==> src/hpd_pkg.sv <==
// hpd_pkg: shared types, constants and helpers for the heading PID drive.
// No dependencies; used by every module under src.
package hpd_pkg;

    localparam int MUL_A_W   = 56;
    localparam int MUL_B_W   = 32;
    localparam int MUL_CNT_W = $clog2(MUL_B_W);
    localparam int DIV_N_W   = 56;
    localparam int DIV_D_W   = 16;
    localparam int DIV_CNT_W = $clog2(DIV_N_W);
    localparam int SUM_W     = 50;

    localparam logic [2:0] CFG_MODE   = 3'd0;
    localparam logic [2:0] CFG_TARGET = 3'd1;
    localparam logic [2:0] CFG_SPEED  = 3'd2;
    localparam logic [2:0] CFG_GAIN_P = 3'd3;
    localparam logic [2:0] CFG_GAIN_I = 3'd4;
    localparam logic [2:0] CFG_GAIN_D = 3'd5;

    localparam logic MODE_HOLD = 1'b0;
    localparam logic MODE_TURN = 1'b1;

    localparam logic [3:0] FWD_ALL   = 4'd15;
    localparam logic [3:0] FWD_RIGHT = 4'd5;
    localparam logic [3:0] FWD_LEFT  = 4'd10;

    localparam logic [15:0] WRAP_DEG   = 16'd360;
    localparam logic [15:0] DT_DEFAULT = 16'd10;
    localparam logic [15:0] MILLI      = 16'd1000;

    localparam logic [23:0] GAIN_P_RST = 24'd65536;
    localparam logic [23:0] GAIN_I_RST = 24'd655;
    localparam logic [23:0] GAIN_D_RST = 24'd6554;

    typedef enum logic [3:0] {
        S_IDLE,
        S_WRAP,
        S_CHECK,
        S_MUL_ED,
        S_MUL_P,
        S_MUL_I,
        S_DIV_I,
        S_MUL_D,
        S_MUL_K,
        S_DIV_D,
        S_SUM,
        S_FIN
    } hpd_state_t;

    typedef struct packed {
        logic signed [15:0] angle_z;
        logic [15:0]        elapsed_ms;
        logic               restart;
    } item_t;

    typedef struct packed {
        logic signed [15:0] correction;
        logic [7:0]         motor1_duty;
        logic [7:0]         motor2_duty;
        logic [7:0]         motor3_duty;
        logic [7:0]         motor4_duty;
        logic [3:0]         motor_forward;
        logic               reached;
    } result_t;

    typedef struct packed {
        logic               start;
        logic [MUL_A_W-1:0] a;
        logic [MUL_B_W-1:0] b;
    } mul_req_t;

    typedef struct packed {
        logic               start;
        logic [DIV_N_W-1:0] num;
        logic [DIV_D_W-1:0] den;
    } div_req_t;

    function automatic logic [7:0] duty_sat(input logic signed [17:0] v);
        logic [7:0] r;
        if (v < 18'sd0)
            r = 8'd0;
        else if (v > 18'sd255)
            r = 8'd255;
        else
            r = v[7:0];
        return r;
    endfunction

endpackage

==> src/hpd_mul.sv <==
// hpd_mul: shift-add multiplier, one multiplier bit per cycle.
// Depends on hpd_pkg (widths, mul_req_t).
module hpd_mul (
    input  logic                        clk,
    input  logic                        rst_n,
    input  hpd_pkg::mul_req_t           req,
    output logic [hpd_pkg::MUL_A_W-1:0] prod,
    output logic                        done
);

    logic                          busy_reg;
    logic                          done_reg;
    logic [hpd_pkg::MUL_CNT_W-1:0] cnt_reg;
    logic [hpd_pkg::MUL_A_W-1:0]   acc_reg;
    logic [hpd_pkg::MUL_A_W-1:0]   mcand_reg;
    logic [hpd_pkg::MUL_B_W-1:0]   mplier_reg;

    always_ff @(posedge clk or negedge rst_n)
    begin
        if (!rst_n)
        begin
            busy_reg <= 1'b0;
            done_reg <= 1'b0;
            cnt_reg  <= '0;
        end
        else
        begin
            done_reg <= 1'b0;
            if (req.start)
            begin
                busy_reg <= 1'b1;
                cnt_reg  <= '0;
            end
            else if (busy_reg)
            begin
                cnt_reg <= cnt_reg + 1'b1;
                if (cnt_reg == hpd_pkg::MUL_CNT_W'(hpd_pkg::MUL_B_W - 1))
                begin
                    busy_reg <= 1'b0;
                    done_reg <= 1'b1;
                end
            end
        end
    end

    always_ff @(posedge clk)
    begin
        if (req.start)
        begin
            acc_reg    <= '0;
            mcand_reg  <= req.a;
            mplier_reg <= req.b;
        end
        else if (busy_reg)
        begin
            if (mplier_reg[0])
                acc_reg <= acc_reg + mcand_reg;
            mcand_reg  <= {mcand_reg[hpd_pkg::MUL_A_W-2:0], 1'b0};
            mplier_reg <= {1'b0, mplier_reg[hpd_pkg::MUL_B_W-1:1]};
        end
    end

    assign prod = acc_reg;
    assign done = done_reg;

endmodule

==> src/hpd_div.sv <==
// hpd_div: restoring divider, one quotient bit per cycle.
// Depends on hpd_pkg (widths, div_req_t).
module hpd_div (
    input  logic                        clk,
    input  logic                        rst_n,
    input  hpd_pkg::div_req_t           req,
    output logic [hpd_pkg::DIV_N_W-1:0] quo,
    output logic [hpd_pkg::DIV_D_W-1:0] rem,
    output logic                        done
);

    logic                          busy_reg;
    logic                          done_reg;
    logic [hpd_pkg::DIV_CNT_W-1:0] cnt_reg;
    logic [hpd_pkg::DIV_N_W-1:0]   quo_reg;
    logic [hpd_pkg::DIV_D_W-1:0]   rem_reg;
    logic [hpd_pkg::DIV_D_W-1:0]   den_reg;
    logic [hpd_pkg::DIV_D_W:0]     shifted;
    logic [hpd_pkg::DIV_D_W:0]     trial;
    logic                          fits;

    // trial subtract of the divisor from the partial remainder
    assign shifted = {rem_reg, quo_reg[hpd_pkg::DIV_N_W-1]};
    assign trial   = shifted - {1'b0, den_reg};
    assign fits    = !trial[hpd_pkg::DIV_D_W];

    always_ff @(posedge clk or negedge rst_n)
    begin
        if (!rst_n)
        begin
            busy_reg <= 1'b0;
            done_reg <= 1'b0;
            cnt_reg  <= '0;
        end
        else
        begin
            done_reg <= 1'b0;
            if (req.start)
            begin
                busy_reg <= 1'b1;
                cnt_reg  <= '0;
            end
            else if (busy_reg)
            begin
                cnt_reg <= cnt_reg + 1'b1;
                if (cnt_reg == hpd_pkg::DIV_CNT_W'(hpd_pkg::DIV_N_W - 1))
                begin
                    busy_reg <= 1'b0;
                    done_reg <= 1'b1;
                end
            end
        end
    end

    always_ff @(posedge clk)
    begin
        if (req.start)
        begin
            quo_reg <= req.num;
            rem_reg <= '0;
            den_reg <= req.den;
        end
        else if (busy_reg)
        begin
            rem_reg <= fits ? trial[hpd_pkg::DIV_D_W-1:0] : shifted[hpd_pkg::DIV_D_W-1:0];
            quo_reg <= {quo_reg[hpd_pkg::DIV_N_W-2:0], fits};
        end
    end

    assign quo  = quo_reg;
    assign rem  = rem_reg;
    assign done = done_reg;

endmodule

==> src/heading_pid_drive_unit.sv <==
// heading_pid_drive_unit: heading PID regulator with four-wheel duty mixing.
// Depends on hpd_pkg, hpd_mul and hpd_div.
// Each item runs five serial multiplies and two serial divides, plus a wrap divide when the
//   heading magnitude exceeds 360; turn mode on target goes from the check straight to the result.
// Throughput: one transaction at a time; the next item is taken the cycle after the result
//   register loads. Reset: rst_n clears control, integral, last error and config (default gains).
module heading_pid_drive_unit (
    input  logic             clk,
    input  logic             rst_n,
    // input transactions
    input  logic             item_valid,
    output logic             item_stall,
    input  hpd_pkg::item_t   item,
    // result transactions
    output logic             result_valid,
    input  logic             result_stall,
    output hpd_pkg::result_t result,
    // configuration writes
    input  logic             cfg_valid,
    output logic             cfg_ready,
    input  logic [2:0]       cfg_index,
    input  logic [23:0]      cfg_data
);

    // ---------------- configuration registers ----------------
    logic               mode_reg;
    logic signed [9:0]  target_reg;
    logic [7:0]         speed_reg;
    logic [23:0]        gain_p_reg;
    logic [23:0]        gain_i_reg;
    logic [23:0]        gain_d_reg;

    // ---------------- regulator state ----------------
    logic signed [31:0] integ_reg;
    logic signed [10:0] last_err_reg;

    // ---------------- sequencer ----------------
    hpd_pkg::hpd_state_t state_reg, state_next;
    logic                phase_reg, phase_next;

    // ---------------- per-transaction working registers ----------------
    logic [15:0]                       mag_reg;
    logic                              hneg_reg;
    logic [15:0]                       dt_reg;
    logic signed [10:0]                heading_reg;
    logic signed [10:0]                err_reg;
    logic                              reached_reg;
    logic signed [hpd_pkg::SUM_W-1:0]  p_reg, i_reg, d_reg, sum_reg;
    logic [hpd_pkg::MUL_A_W-1:0]       tmp_reg;

    hpd_pkg::result_t result_reg;
    logic             result_valid_reg;

    // ---------------- shared arithmetic units ----------------
    hpd_pkg::mul_req_t           mul_req;
    logic [hpd_pkg::MUL_A_W-1:0] mul_prod;
    logic                        mul_done;
    hpd_pkg::div_req_t           div_req;
    logic [hpd_pkg::DIV_N_W-1:0] div_quo;
    logic [hpd_pkg::DIV_D_W-1:0] div_rem;
    logic                        div_done;

    hpd_mul u_mul (
        .clk   (clk),
        .rst_n (rst_n),
        .req   (mul_req),
        .prod  (mul_prod),
        .done  (mul_done)
    );

    hpd_div u_div (
        .clk   (clk),
        .rst_n (rst_n),
        .req   (div_req),
        .quo   (div_quo),
        .rem   (div_rem),
        .done  (div_done)
    );

    // ---------------- handshakes ----------------
    logic item_take, fin_load;

    assign cfg_ready    = 1'b1;
    assign item_stall   = (state_reg != hpd_pkg::S_IDLE);
    assign item_take    = item_valid && !item_stall;
    assign result_valid = result_valid_reg;
    assign result       = result_reg;
    assign fin_load     = (state_reg == hpd_pkg::S_FIN) && (!result_valid_reg || !result_stall);

    // ---------------- input conditioning ----------------
    // heading = -angle; keep magnitude and sign, wrap the magnitude later
    logic signed [16:0] ang_ext, ang_neg;
    logic [15:0]        in_mag;
    logic               in_hneg;
    logic [15:0]        in_dt;

    assign ang_ext = {item.angle_z[15], item.angle_z};
    assign ang_neg = -ang_ext;
    assign in_mag  = item.angle_z[15] ? ang_neg[15:0] : item.angle_z[15:0];
    assign in_hneg = !item.angle_z[15] && (item.angle_z != 16'sd0);
    assign in_dt   = (item.elapsed_ms == 16'd0) ? hpd_pkg::DT_DEFAULT : item.elapsed_ms;

    // ---------------- datapath helpers ----------------
    logic               need_wrap;
    logic [9:0]         wrap_mag;
    logic signed [10:0] wrap_pos, heading_new;
    logic signed [10:0] err_new, err_neg;
    logic [9:0]         err_abs;
    logic signed [11:0] diff, diff_neg;
    logic [10:0]        diff_abs;
    logic signed [31:0] integ_neg;
    logic [31:0]        integ_abs;
    logic signed [33:0] ed, isum;
    logic signed [31:0] integ_sat;
    logic signed [hpd_pkg::SUM_W-1:0] mul_s, quo_s;
    logic unit_done;

    assign need_wrap   = (mag_reg > hpd_pkg::WRAP_DEG);
    // magnitudes past one turn: ((m - 1) mod 360) + 1
    assign wrap_mag    = need_wrap ? (div_rem[9:0] + 10'd1) : mag_reg[9:0];
    assign wrap_pos    = {1'b0, wrap_mag};
    assign heading_new = hneg_reg ? -wrap_pos : wrap_pos;

    assign err_new  = {target_reg[9], target_reg} - heading_reg;
    assign err_neg  = -err_reg;
    assign err_abs  = err_reg[10] ? err_neg[9:0] : err_reg[9:0];

    assign diff     = {err_reg[10], err_reg} - {last_err_reg[10], last_err_reg};
    assign diff_neg = -diff;
    assign diff_abs = diff[11] ? diff_neg[10:0] : diff[10:0];

    assign integ_neg = -integ_reg;
    assign integ_abs = integ_reg[31] ? integ_neg : integ_reg;

    // err * dt with the sign of err, then saturating accumulate
    assign ed   = err_reg[10] ? -$signed({1'b0, mul_prod[32:0]}) : $signed({1'b0, mul_prod[32:0]});
    assign isum = {{2{integ_reg[31]}}, integ_reg} + ed;
    always_comb
    begin
        if (isum > 34'sd2147483647)
            integ_sat = 32'sh7FFFFFFF;
        else if (isum < -34'sd2147483648)
            integ_sat = 32'sh80000000;
        else
            integ_sat = isum[31:0];
    end

    assign mul_s = $signed({1'b0, mul_prod[hpd_pkg::SUM_W-2:0]});
    assign quo_s = $signed({1'b0, div_quo[hpd_pkg::SUM_W-2:0]});

    assign unit_done = (state_reg == hpd_pkg::S_WRAP || state_reg == hpd_pkg::S_DIV_I ||
                        state_reg == hpd_pkg::S_DIV_D) ? div_done : mul_done;

    // ---------------- next state ----------------
    always_comb
    begin
        state_next = state_reg;
        phase_next = 1'b0;
        unique case (state_reg)
            hpd_pkg::S_IDLE:
                if (item_take)
                    state_next = hpd_pkg::S_WRAP;
            hpd_pkg::S_WRAP:
                if (!need_wrap)
                    state_next = hpd_pkg::S_CHECK;
                else if (!phase_reg)
                    phase_next = 1'b1;
                else if (unit_done)
                    state_next = hpd_pkg::S_CHECK;
                else
                    phase_next = 1'b1;
            hpd_pkg::S_CHECK:
                if (mode_reg == hpd_pkg::MODE_TURN && heading_reg == {target_reg[9], target_reg})
                    state_next = hpd_pkg::S_FIN;
                else
                    state_next = hpd_pkg::S_MUL_ED;
            hpd_pkg::S_MUL_ED, hpd_pkg::S_MUL_P, hpd_pkg::S_MUL_I, hpd_pkg::S_DIV_I,
            hpd_pkg::S_MUL_D, hpd_pkg::S_MUL_K, hpd_pkg::S_DIV_D:
            begin
                if (!phase_reg)
                    phase_next = 1'b1;
                else if (!unit_done)
                    phase_next = 1'b1;
                else
                begin
                    unique case (state_reg)
                        hpd_pkg::S_MUL_ED: state_next = hpd_pkg::S_MUL_P;
                        hpd_pkg::S_MUL_P:  state_next = hpd_pkg::S_MUL_I;
                        hpd_pkg::S_MUL_I:  state_next = hpd_pkg::S_DIV_I;
                        hpd_pkg::S_DIV_I:  state_next = hpd_pkg::S_MUL_D;
                        hpd_pkg::S_MUL_D:  state_next = hpd_pkg::S_MUL_K;
                        hpd_pkg::S_MUL_K:  state_next = hpd_pkg::S_DIV_D;
                        default:           state_next = hpd_pkg::S_SUM;
                    endcase
                end
            end
            hpd_pkg::S_SUM:
                state_next = hpd_pkg::S_FIN;
            hpd_pkg::S_FIN:
                if (fin_load)
                    state_next = hpd_pkg::S_IDLE;
            default:
                state_next = hpd_pkg::S_IDLE;
        endcase
    end

    // ---------------- unit requests ----------------
    always_comb
    begin
        mul_req       = '0;
        div_req       = '0;
        div_req.den   = hpd_pkg::MILLI;
        unique case (state_reg)
            hpd_pkg::S_WRAP:
            begin
                div_req.start = need_wrap && !phase_reg;
                div_req.num   = hpd_pkg::DIV_N_W'(mag_reg - 16'd1);
                div_req.den   = hpd_pkg::WRAP_DEG;
            end
            hpd_pkg::S_MUL_ED:
            begin
                mul_req.start = !phase_reg;
                mul_req.a     = hpd_pkg::MUL_A_W'(err_abs);
                mul_req.b     = hpd_pkg::MUL_B_W'(dt_reg);
            end
            hpd_pkg::S_MUL_P:
            begin
                mul_req.start = !phase_reg;
                mul_req.a     = hpd_pkg::MUL_A_W'(gain_p_reg);
                mul_req.b     = hpd_pkg::MUL_B_W'(err_abs);
            end
            hpd_pkg::S_MUL_I:
            begin
                mul_req.start = !phase_reg;
                mul_req.a     = hpd_pkg::MUL_A_W'(gain_i_reg);
                mul_req.b     = integ_abs;
            end
            hpd_pkg::S_DIV_I:
            begin
                div_req.start = !phase_reg;
                div_req.num   = tmp_reg;
                div_req.den   = hpd_pkg::MILLI;
            end
            hpd_pkg::S_MUL_D:
            begin
                mul_req.start = !phase_reg;
                mul_req.a     = hpd_pkg::MUL_A_W'(gain_d_reg);
                mul_req.b     = hpd_pkg::MUL_B_W'(diff_abs);
            end
            hpd_pkg::S_MUL_K:
            begin
                mul_req.start = !phase_reg;
                mul_req.a     = tmp_reg;
                mul_req.b     = hpd_pkg::MUL_B_W'(hpd_pkg::MILLI);
            end
            hpd_pkg::S_DIV_D:
            begin
                div_req.start = !phase_reg;
                div_req.num   = tmp_reg;
                div_req.den   = dt_reg;
            end
            default:
            begin
                mul_req = '0;
            end
        endcase
    end

    // ---------------- result formatting ----------------
    logic signed [hpd_pkg::SUM_W-1:0] sum_adj;
    logic signed [33:0]               corr_wide;
    logic signed [15:0]               corr;
    logic signed [16:0]               corr_ext, corr_neg;
    logic signed [17:0]               spd18, corr18, v_minus, v_plus, v_mag;
    logic [7:0]                       duty_minus, duty_plus, duty_mag;
    hpd_pkg::result_t                 result_new;

    // divide by 2^16 truncating toward zero
    assign sum_adj   = sum_reg[hpd_pkg::SUM_W-1] ? (sum_reg + 50'sd65535) : sum_reg;
    assign corr_wide = sum_adj[hpd_pkg::SUM_W-1:16];
    always_comb
    begin
        if (corr_wide > 34'sd32767)
            corr = 16'sh7FFF;
        else if (corr_wide < -34'sd32768)
            corr = 16'sh8000;
        else
            corr = corr_wide[15:0];
    end

    assign corr_ext   = {corr[15], corr};
    assign corr_neg   = -corr_ext;
    assign spd18      = $signed({10'd0, speed_reg});
    assign corr18     = {{2{corr[15]}}, corr};
    assign v_minus    = spd18 - corr18;
    assign v_plus     = spd18 + corr18;
    assign v_mag      = spd18 + $signed({1'b0, (corr[15] ? corr_neg : corr_ext)});
    assign duty_minus = hpd_pkg::duty_sat(v_minus);
    assign duty_plus  = hpd_pkg::duty_sat(v_plus);
    assign duty_mag   = hpd_pkg::duty_sat(v_mag);

    always_comb
    begin
        result_new = '0;
        priority if (reached_reg)
        begin
            result_new.motor_forward = hpd_pkg::FWD_ALL;
            result_new.reached       = 1'b1;
        end
        else if (mode_reg == hpd_pkg::MODE_HOLD)
        begin
            result_new.correction    = corr;
            result_new.motor1_duty   = duty_minus;
            result_new.motor2_duty   = duty_plus;
            result_new.motor3_duty   = duty_minus;
            result_new.motor4_duty   = duty_plus;
            result_new.motor_forward = hpd_pkg::FWD_ALL;
        end
        else
        begin
            result_new.correction    = corr;
            result_new.motor1_duty   = duty_mag;
            result_new.motor2_duty   = duty_mag;
            result_new.motor3_duty   = duty_mag;
            result_new.motor4_duty   = duty_mag;
            result_new.motor_forward = (sum_reg > 50'sd0) ? hpd_pkg::FWD_RIGHT : hpd_pkg::FWD_LEFT;
        end
    end

    // ---------------- control and persistent state ----------------
    always_ff @(posedge clk or negedge rst_n)
    begin
        if (!rst_n)
        begin
            state_reg        <= hpd_pkg::S_IDLE;
            phase_reg        <= 1'b0;
            result_valid_reg <= 1'b0;
            mode_reg         <= hpd_pkg::MODE_HOLD;
            target_reg       <= '0;
            speed_reg        <= '0;
            gain_p_reg       <= hpd_pkg::GAIN_P_RST;
            gain_i_reg       <= hpd_pkg::GAIN_I_RST;
            gain_d_reg       <= hpd_pkg::GAIN_D_RST;
            integ_reg        <= '0;
            last_err_reg     <= '0;
        end
        else
        begin
            state_reg <= state_next;
            phase_reg <= phase_next;

            if (fin_load)
                result_valid_reg <= 1'b1;
            else if (!result_stall)
                result_valid_reg <= 1'b0;

            if (cfg_valid && cfg_ready)
            begin
                unique case (cfg_index)
                    hpd_pkg::CFG_MODE:   mode_reg   <= cfg_data[0];
                    hpd_pkg::CFG_TARGET: target_reg <= cfg_data[9:0];
                    hpd_pkg::CFG_SPEED:  speed_reg  <= cfg_data[7:0];
                    hpd_pkg::CFG_GAIN_P: gain_p_reg <= cfg_data;
                    hpd_pkg::CFG_GAIN_I: gain_i_reg <= cfg_data;
                    hpd_pkg::CFG_GAIN_D: gain_d_reg <= cfg_data;
                    default:             mode_reg   <= mode_reg;
                endcase
            end

            // restart clears state even when turn mode is already on target
            if (item_take && item.restart)
            begin
                integ_reg    <= '0;
                last_err_reg <= '0;
            end
            else if (state_reg == hpd_pkg::S_MUL_ED && phase_reg && mul_done)
                integ_reg <= integ_sat;

            if (state_reg == hpd_pkg::S_DIV_D && phase_reg && div_done)
                last_err_reg <= err_reg;
        end
    end

    // ---------------- working registers ----------------
    always_ff @(posedge clk)
    begin
        if (item_take)
        begin
            mag_reg     <= in_mag;
            hneg_reg    <= in_hneg;
            dt_reg      <= in_dt;
            reached_reg <= 1'b0;
        end

        if (state_reg == hpd_pkg::S_WRAP && (!need_wrap || (phase_reg && div_done)))
            heading_reg <= heading_new;

        if (state_reg == hpd_pkg::S_CHECK)
        begin
            err_reg     <= err_new;
            reached_reg <= (mode_reg == hpd_pkg::MODE_TURN) &&
                           (heading_reg == {target_reg[9], target_reg});
        end

        if (phase_reg && unit_done)
        begin
            unique case (state_reg)
                hpd_pkg::S_MUL_P: p_reg   <= err_reg[10] ? -mul_s : mul_s;
                hpd_pkg::S_MUL_I: tmp_reg <= mul_prod;
                hpd_pkg::S_DIV_I: i_reg   <= integ_reg[31] ? -quo_s : quo_s;
                hpd_pkg::S_MUL_D: tmp_reg <= mul_prod;
                hpd_pkg::S_MUL_K: tmp_reg <= mul_prod;
                hpd_pkg::S_DIV_D: d_reg   <= diff[11] ? -quo_s : quo_s;
                default:          tmp_reg <= tmp_reg;
            endcase
        end

        if (state_reg == hpd_pkg::S_SUM)
            sum_reg <= p_reg + i_reg + d_reg;

        if (fin_load)
            result_reg <= result_new;
    end

`ifndef SYNTHESIS
    // an on-target turn result always carries stopped motors and no correction
    assert property (@(posedge clk) disable iff (!rst_n)
        result_valid && result.reached |->
            result.correction == 16'sd0 && result.motor1_duty == 8'd0 &&
            result.motor2_duty == 8'd0 && result.motor3_duty == 8'd0 &&
            result.motor4_duty == 8'd0)
        else $error("reached result with nonzero drive");

    // an accepted transaction always starts with the heading wrap step
    assert property (@(posedge clk) disable iff (!rst_n)
        item_valid && !item_stall |=> state_reg == hpd_pkg::S_WRAP)
        else $error("sequencer did not start on accept");

    // the two serial units never finish in the same cycle
    assert property (@(posedge clk) disable iff (!rst_n)
        !(mul_done && div_done))
        else $error("multiplier and divider overlap");

    // a result waiting on a stalled output keeps the sequencer parked
    assert property (@(posedge clk) disable iff (!rst_n)
        state_reg == hpd_pkg::S_FIN && result_valid_reg && result_stall |=>
            state_reg == hpd_pkg::S_FIN)
        else $error("result register overwritten while stalled");
`endif

endmodule
==> config.mk <==
export PLATFORM = sky130hd
export DESIGN_NAME = heading_pid_drive_unit
export DESIGN_NICKNAME = d
export VERILOG_FILES = /design/src/hpd_pkg.sv /design/src/hpd_mul.sv /design/src/hpd_div.sv /design/src/heading_pid_drive_unit.sv
export SDC_FILE = /design/constraint.sdc
export NUM_CORES = 2
export LEC_CHECK = 0
export BUFFER_PORTS_ARGS = -buffer_cell sky130_fd_sc_hd__buf_2
export CAP_MARGIN = 30
export CORE_MARGIN = 2
export CORE_UTILIZATION = 58
export CTS_CLUSTER_DIAMETER = 60
export DETAILED_ROUTE_END_ITERATION = 8
export PLACE_DENSITY = 0.78
export SLEW_MARGIN = 20
export SYNTH_ARGS = -nofsm -noshare
export SYNTH_HDL_FRONTEND = slang
export SYNTH_SLANG_ARGS = --single-unit
==> constraint.sdc <==
create_clock -name clk -period 6.5 [get_ports clk]
set_input_delay 0.65 -clock clk [delete_from_list [all_inputs] [get_ports clk]]
set_output_delay 0.65 -clock clk [all_outputs]
set_load 0.01 [all_outputs]
==> After elaboration in Yosys (flattened, before gate mapping) <==
Cells that the tools add are included.
W data, S select, Z words.
{ "op_classes": {"n_addsub": 24, "order_cmp": 12, "eq_ne": 26, "mux": 73, "n_bitwise": 1, "n_reduce_logical": 49} }
{ "ops": {"columns": ["cell", "n"], "rows": [
  ["$pmux W89 S5", 1],
  ["$mux W32", 7],
  ["$mux W56", 4],
  ["$pmux W73 S3", 1],
  ["$mux W49", 3],
  ["$add A50 B50 Y50", 2],
  ["$neg A49 Y50", 2],
  ["$add A56 B56 Y56", 1],
  ["$add A50 B17 Y50 const B", 1],
  ["$gt A50 B1 Y1 const B", 1],
  ["$mux W50", 1],
  ["$mux W16", 3],
  ["$mux W8", 6],
  ["$pmux W4 S6", 2],
  ["$mux W36", 1],
  ["$mux W4", 9],
  ["$add A34 B34 Y34", 1],
  ["$gt A17 B9 Y1 const B", 2],
  ["$gt A34 B16 Y1 const B", 1],
  ["$gt A34 B32 Y1 const B", 1],
  ["$lt A17 B1 Y1 const B", 2],
  ["$lt A34 B16 Y1 const B", 1],
  ["$lt A34 B32 Y1 const B", 1],
  ["$mux W34", 1],
  ["56 further kinds", 130]
]} }
{ "word_totals": {"ff_bits": 752, "input_bits": 65, "output_inout_bits": 56, "wordCells": 231} }

==> Depth between registers and ports, before layout <==
{ "logic_depth": {"word_depth": 12, "depth_mapped": 28, "ltp_nobuf": 24} }

==> By module <==
A second synthesis with hierarchy kept.
{ "hier_totals": {"cells_unflattened": 4421, "hier_area_um2": 46045.4} }
{ "modules_own_cells": {"columns": ["module", "instances", "cells_per_inst", "area_per_inst_um2", "seq_area_each_um2"], "rows": [
  ["heading_pid_drive_unit", 1, 3098, 31910.6, 13940.9],
  ["hpd_mul", 1, 921, 9236.4, 3938.8],
  ["hpd_div", 1, 402, 4898.4, 2682.6]
]} }

==> Least setup slack after synthesis <==
No wires, ideal clock.
{ "synth_timing": {"path_type": "reg2reg", "from": "reg sum_reg[15] in the netlist's numbering", "to": "reg result_reg (netlist bit result[34]) (data pin)", "setup_time_ps": 284, "t_arrival_ps": 6413, "required_time_ps": 6216, "setup_slack_ps": -197, "path_stages_with_launch": 27, "path_buffers": 3, "synth_period_minus_slack_ps": 6697, "path_cell_list": "edfxtp_1 -> or4_4 -> or4_1 -> clkbuf_1 -> nand4_1 -> o31ai_1 -> a2bb2o_1 -> nor4_1 -> a21oi_1 -> clkbuf_1 -> a21oi_1 -> ha_1 -> clkbuf_1 -> xnor2_1 -> a22oi_1 -> ha_1 -> a21o_1 -> a21o_1 -> a21o_1 -> a21oi_1 -> o21bai_1 -> a21oi_1 -> inv_1 -> o211a_1 -> a311o_1 -> o31ai_4 -> o2111ai_1"} }
{ "synth_between": {"elab_chain_len": 12, "word_cells_on_any_way": 19, "classes_between": "add/sub: 4; order compare: 6; mux: 9"} }
{ "synth_lines": {"columns": ["element", "line_no", "rtl"], "rows": [
  ["from (decl)", "heading_pid_drive_unit.sv:48", "logic signed [hpd_pkg::SUM_W-1:0] p_reg, i_reg, d_reg, sum_reg;"],
  ["from (signal assigned)", "heading_pid_drive_unit.sv:419", "sum_reg <= p_reg + i_reg + d_reg;"],
  ["$add A50 B17 Y50 *", "heading_pid_drive_unit.sv:279", "assign sum_adj = sum_reg[hpd_pkg::SUM_W-1] ? (sum_reg + 50'sd65535) : sum_reg;"],
  ["$mux W50 *", "heading_pid_drive_unit.sv:279", null],
  ["$lt A34 B16 Y1", "heading_pid_drive_unit.sv:285", "else if (corr_wide < -34'sd32768)"],
  ["$mux W16", "heading_pid_drive_unit.sv:285", null],
  ["$mux W16 *", "heading_pid_drive_unit.sv:283", "if (corr_wide > 34'sd32767)"],
  ["$neg A16 Y17", "heading_pid_drive_unit.sv:292", "assign corr_neg = -corr_ext;"],
  ["$mux W17", "heading_pid_drive_unit.sv:297", "assign v_mag = spd18 + $signed({1'b0, (corr[15] ? corr_neg : corr_ext)});"],
  ["$add A8 B17 Y18", "heading_pid_drive_unit.sv:297", null],
  ["$gt A18 B9 Y1", "hpd_pkg.sv:82", "else if (v > 18'sd255)"],
  ["$mux W8", "hpd_pkg.sv:82", null],
  ["$mux W8", "hpd_pkg.sv:80", "if (v < 18'sd0)"],
  ["$mux W36 *", "heading_pid_drive_unit.sv:310", "else if (mode_reg == hpd_pkg::MODE_HOLD)"],
  ["to (signal assigned)", "heading_pid_drive_unit.sv:422", "result_reg <= result_new;"],
  ["to (decl)", "heading_pid_drive_unit.sv:51", "hpd_pkg::result_t result_reg;"]
]} }
Every way passes the cells marked *; elsewhere a longest branch is shown, timed or not.
A chain may end at the register's enable or synchronous reset.

==> Worst setup path after layout <==
{ "layout_timing": {"from": "reg sum_reg[11] in the netlist's numbering", "to": "reg result_reg (netlist bit result[32]) (data pin)"} }
{ "layout_between": {"elab_chain_len": 12, "word_cells_on_any_way": 19, "classes_between": "add/sub: 4; order compare: 6; mux: 9"} }
{ "layout_lines": {"columns": ["element", "line_no", "rtl"], "rows": [
  ["$add A50 B17 Y50 *", "heading_pid_drive_unit.sv:279", null],
  ["$mux W50 *", "heading_pid_drive_unit.sv:279", null],
  ["$lt A34 B16 Y1", "heading_pid_drive_unit.sv:285", null],
  ["$mux W16", "heading_pid_drive_unit.sv:285", null],
  ["$mux W16 *", "heading_pid_drive_unit.sv:283", null],
  ["named net corr[2]", "heading_pid_drive_unit.sv:272", "logic signed [15:0] corr;"],
  ["$neg A16 Y17", "heading_pid_drive_unit.sv:292", null],
  ["$mux W17", "heading_pid_drive_unit.sv:297", null],
  ["$add A8 B17 Y18", "heading_pid_drive_unit.sv:297", null],
  ["$gt A18 B9 Y1", "hpd_pkg.sv:82", null],
  ["$mux W8", "hpd_pkg.sv:82", null],
  ["$mux W8", "hpd_pkg.sv:80", null],
  ["$mux W36 *", "heading_pid_drive_unit.sv:310", null]
]} }
Mark *: on every way through the listed nets, which the timed path passes. The rest lies on a longest branch.

==> results by stage <==
Logic synthesis:
- The area of the mapped netlist is 44800 sq um.
- Synthesis inferred approximately 730 register bits.
- Synthesis handed over a netlist of around 4.4k instances.
- The biggest area contributor in the post-synthesis netlist is edfxtp_1.
- In the post-synthesis netlist, the biggest area contributors are edfxtp_1 34%, dfrtp_1 7.9%, ha_1 6.0%, xnor2_1 5.8%, nand2_1 4.3%.
- The number of different library cells used by synthesis comes to 97.
- The top flip-flop cell by instance count after synthesis is edfxtp_1.
- The Yosys step of the flow raised 0 warnings.
- The per-instance average area after synthesis is 10.1 sq um.
- In the synthesized netlist the async set-or-reset flop fraction comes to 0.211.
- The sequential cell area fraction in the yosys report is 0.459.
- The total nets after synthesis is roughly 4.8k.
- Of the post-synthesis cell area, the dominant cell type holds 0.340.
- The number of enable-type register cells in the synthesized netlist is 507.

STA:
- The clock period could shrink to 6.31 ns.
- Headroom to the max-slew limit came out at 0.307.
- The final hold violation count is 0.
- After layout, the worst setup slack is just under 0.2 ns.
- The final-report max-slew violation count came to 0.
- For the final database, setup skew stands at 0.0347 ns.
- The final clock period utilization by the worst path is 0.970.
- Timing would allow up to 159 MHz.
- Setup violations remaining at the end of the flow were counted as 0.
- For the pin with the worst max-slew slack, the measured transition is 1.04 ns.

Global route:
- Summed over all layers, the global routing overflow is 0.
- The number of global-route vias before repair was 33.3k.
- The number of antenna violations at the first check in global routing was 8.
- The first global-routing pass estimated 183000 um of wire.
- Entering global routing, the biggest net connects between 100 and 150 pins.
- The global-route total usage across every layer is 0.294.

Detailed routing:
- Dividing the detail-routed via count by the number of cells gives 6.26.
- In the final routed layout, each cell accounts on average for 21.0 um.
- The overall via count from detail_route is ~35k.
- The antenna violation net count after detailed routing is 0.
- The final wirelength is 117000 um.
- The number of DRC violations after detailed-routing iteration 0 is 3728.
- The first-pass iteration count of the detailed router is 8.
- The number of design rule violations left after detail routing is 0.

Setup path:
- The worst register-to-register path has a setup slack of 0.19 ns.
- The largest individual stage delay along the critical path comes from the cell or4_1.
- The type of origin of the critical path is a flip-flop.
- The critical path goes through or4_1 > buf_4 > o41a_1 > nand4_1 > o21ba_2 > a2bb2o_1 > or4_4 > o21ai_4 > buf_4 > nand2_2 > nor3b_2 > nor2_1 > xnor2_1 > ha_1 > a21oi_1 > o21ai_1 > nand3_1 > nand2_1 > a21oi_1 > o211ai_1 > a22o_1 > a311o_2 > o31ai_2 > nand4_1.
- The worst register-to-register path has a depth of 24.
- The maximum fanout along the worst path is 7.
- The endpoint type of the worst setup path is a flip-flop.
- The delay of the slowest critical-path stage is about 0.55 ns.
- Data on the critical path arrives at its endpoint at 6.66 ns.
- The startpoint-to-endpoint class of the critical path is flip-flop to flip-flop.
- The reg-to-reg startpoint is sum_reg[11].
- At the worst endpoint, the required time is 6.86 ns.
- In this run the critical register-to-register path is captured at result[32].

Finish:
- The sequential cells in the finished layout cover a total of approximately 20000 sq um.
- The area of combinational cells with multiple inputs is about 23000 sq um.
- The area added between synthesis and finish is 10.7%.
- For this run, the number of standard cells in the final layout without fillers is approximately 5.6k.
- The layout has approximately 6k filler cells.
- The count of nets after finishing is 4818.
- The share of post-route cells with drive strength above 1 is 0.118.

CTS:
- CTS placed an instance of clkbuf_16 at the clock tree root.
- The H-tree was split into 3 levels.
- The TritonCTS clock tree is yes.
- The later pin in the worst-skew pair is clocked with a latency of between 0.6 and 0.7 ns.
- Clock-pin slew was measured on the worst setup and hold paths at 0.06 ns.
- Counting every sink on the clock net gives ~730.
- The total CTS buffers is 82.
- The longest clock path from root to sink contains 3 buffers.

Floorplanning:
- The y dimension of the die is 282 um.
- The initialized floorplan defines a little over 100 standard-cell rows.
- For this configuration, the core starts out at a cell density of 0.588.
- The die boundary width is between 200 and 300 um.
- about 120 I/O pins were placed.
- The floorplan step defined a die boundary enclosing 79400 sq um.
- The floorplan step defined a core boundary enclosing 76200 sq um.

Placement:
- The post-placement cell count is 5414.
- The congestion estimate from routability-driven global placement came to 0.987.
- OpenSTA, run right after detailed placement, puts the worst setup slack at 0.0129 ns.
- The quantity of I/O buffers inserted on ports is 119.
- The wire-length estimate of the detail-placed layout is 85200 um.

Power and ir drop:
- The combinational fraction of design power is 0.123.
- In this run the static leakage power is 0.0193 uW.
- The total power is 11700 uW.
- The part of the total power dissipated in the clock network is 0.417.
- The share of total power dissipated in sequential elements is 0.460.
- The switching power summed over all nets is 2950 uW.
- Internal power comes to a little under 9000 uW.
- Across the VDD grid, the largest voltage drop is between 0.0002 and 0.0003 V.
- The total power density per cell area is around 240 nW/um^2.
- The switching portion of total power is 0.251.

Outcome:
- The flow ran to the end, and the final reports show no timing, DRC or antenna violations.

Job:
- Max-cap violations in this run came to 0.

Min path:
- For hold timing, the worst endpoint is dt_reg[7].
- The class of the tightest hold or removal check is input pin to flip-flop.
- In this run the most critical hold path is launched from item[8].
- Counting instances, the worst hold path has a depth of 1.
[metal layers]
metal	global-route usage	share of wire	wire length (um)
met1	0.413	0.43	50200
met2	0.454	0.44	52100
met3	0.0651	0.098	11400
met4	0.0948	0.029	3450
met5	0	0.00054	63
[layout by cell type, fill, tap and decap left out, types with 32 or more instances in the layout]
cell type,count
a21o_1,98
a21oi_1,269
a22oi_1,52
a31oi_1,59
and2_1,32
and3_1,33
buf_2,119
buf_4,75
clkbuf_16,89
dfrtp_1,140
dfxtp_1,72
edfxtp_1,507
fa_1,57
ha_1,213
inv_1,159
mux2_2,90
nand2_1,507
nand2b_1,50
nand3_1,103
nand4_1,50
nor2_1,264
nor2b_1,38
nor3_1,65
nor4_1,33
o211ai_1,49
o21a_1,42
o21ai_0,257
o31ai_1,60
or3_1,62
xnor2_1,299
xor2_1,118
[per-stage QoR]
stage	area [sq um]	TNS (ns)	util	hold WS, ns
final	49600	0	0.650	0.199
after global routing	49600	-0.462	0.650	0.180
after CTS	49300	0	0.648	0.133
after detailed placement	46500	0	0.610	0.436
after global placement	46300	0	0.608	0.423
after floorplan	44800	0	-	0.354
[repair_timing]
| item | 4_1_cts | 5_1_grt |
|---|---|---|
| setup endpoints to repair | 1 | 16 |
| hold buffers | 0 | 1 |
| setup buffers | 0 | 9 |
| pin swaps | 0 | 9 |
| gates cloned | 0 | 2 |
| endpoints found under the hold margin | 0 | 14 |
| gates resized for setup | 1 | 21 |
[Yosys cell counts, types with 73 or more instances]
cell type	number
xnor2_1	299
edfxtp_1	507
nand3_1	104
inv_1	159
o21ai_0	262
mux2_2	90
nand2_1	511
nor2_1	270
nor3_1	73
ha_1	213
dfrtp_1	141
xor2_1	118
a21o_1	98
clkbuf_1	202
a21oi_1	275
[power by group through the flow]
stage	logic (uW)	registers, uW	clock network (uW)
after floorplan	1080	5410	0
after global placement	1370	5480	0
after detailed placement	1400	5490	0
after CTS	1410	5400	4940
after global routing	1610	5420	5110
final	1450	5400	4890
[worst max path at each step]
stage,from,endpoint,depth (start not counted)
after floorplan,sum_reg[15],result[34],26
after global placement,sum_reg[15],result[30],25
after detailed placement,sum_reg[15],result[21],24
after CTS,sum_reg[15],result[34],23
after global routing,sum_reg[15],result[30],23
final,sum_reg[11],result[32],24
[worst max-delay path, delay by kind of cell (launching register included)]
kind                       cells  cell delay, ns
AOI/OAI and AO/OA             11            2.76
buffers and inverters          2            0.35
and+or+nand+nor                9            1.98
xor gates and xnor gates       1            0.26
DFF                            1            0.36
adders and majority gates      1            0.29
[cells by family after synthesis]
logic type | share of synthesized area
fa+ha+maj | 0.0855
xor+xnor | 0.0816
other cells | 0.0000838
simple gates | 0.147
flops | 0.459
buf+inv | 0.0351
compound gates | 0.163
mux | 0.0282
[layout make-up]
cell class                 count  area share
clock buffer                 109      0.0477
clock inverter                45      0.0105
timing repair buffer         204      0.0271
tap                         1030      0.0260
multi-input combinational   3301       0.462
inverter                     159      0.0120
antenna                        3    0.000151
sequential                   734       0.415
Power figures use the tool's default switching activity.
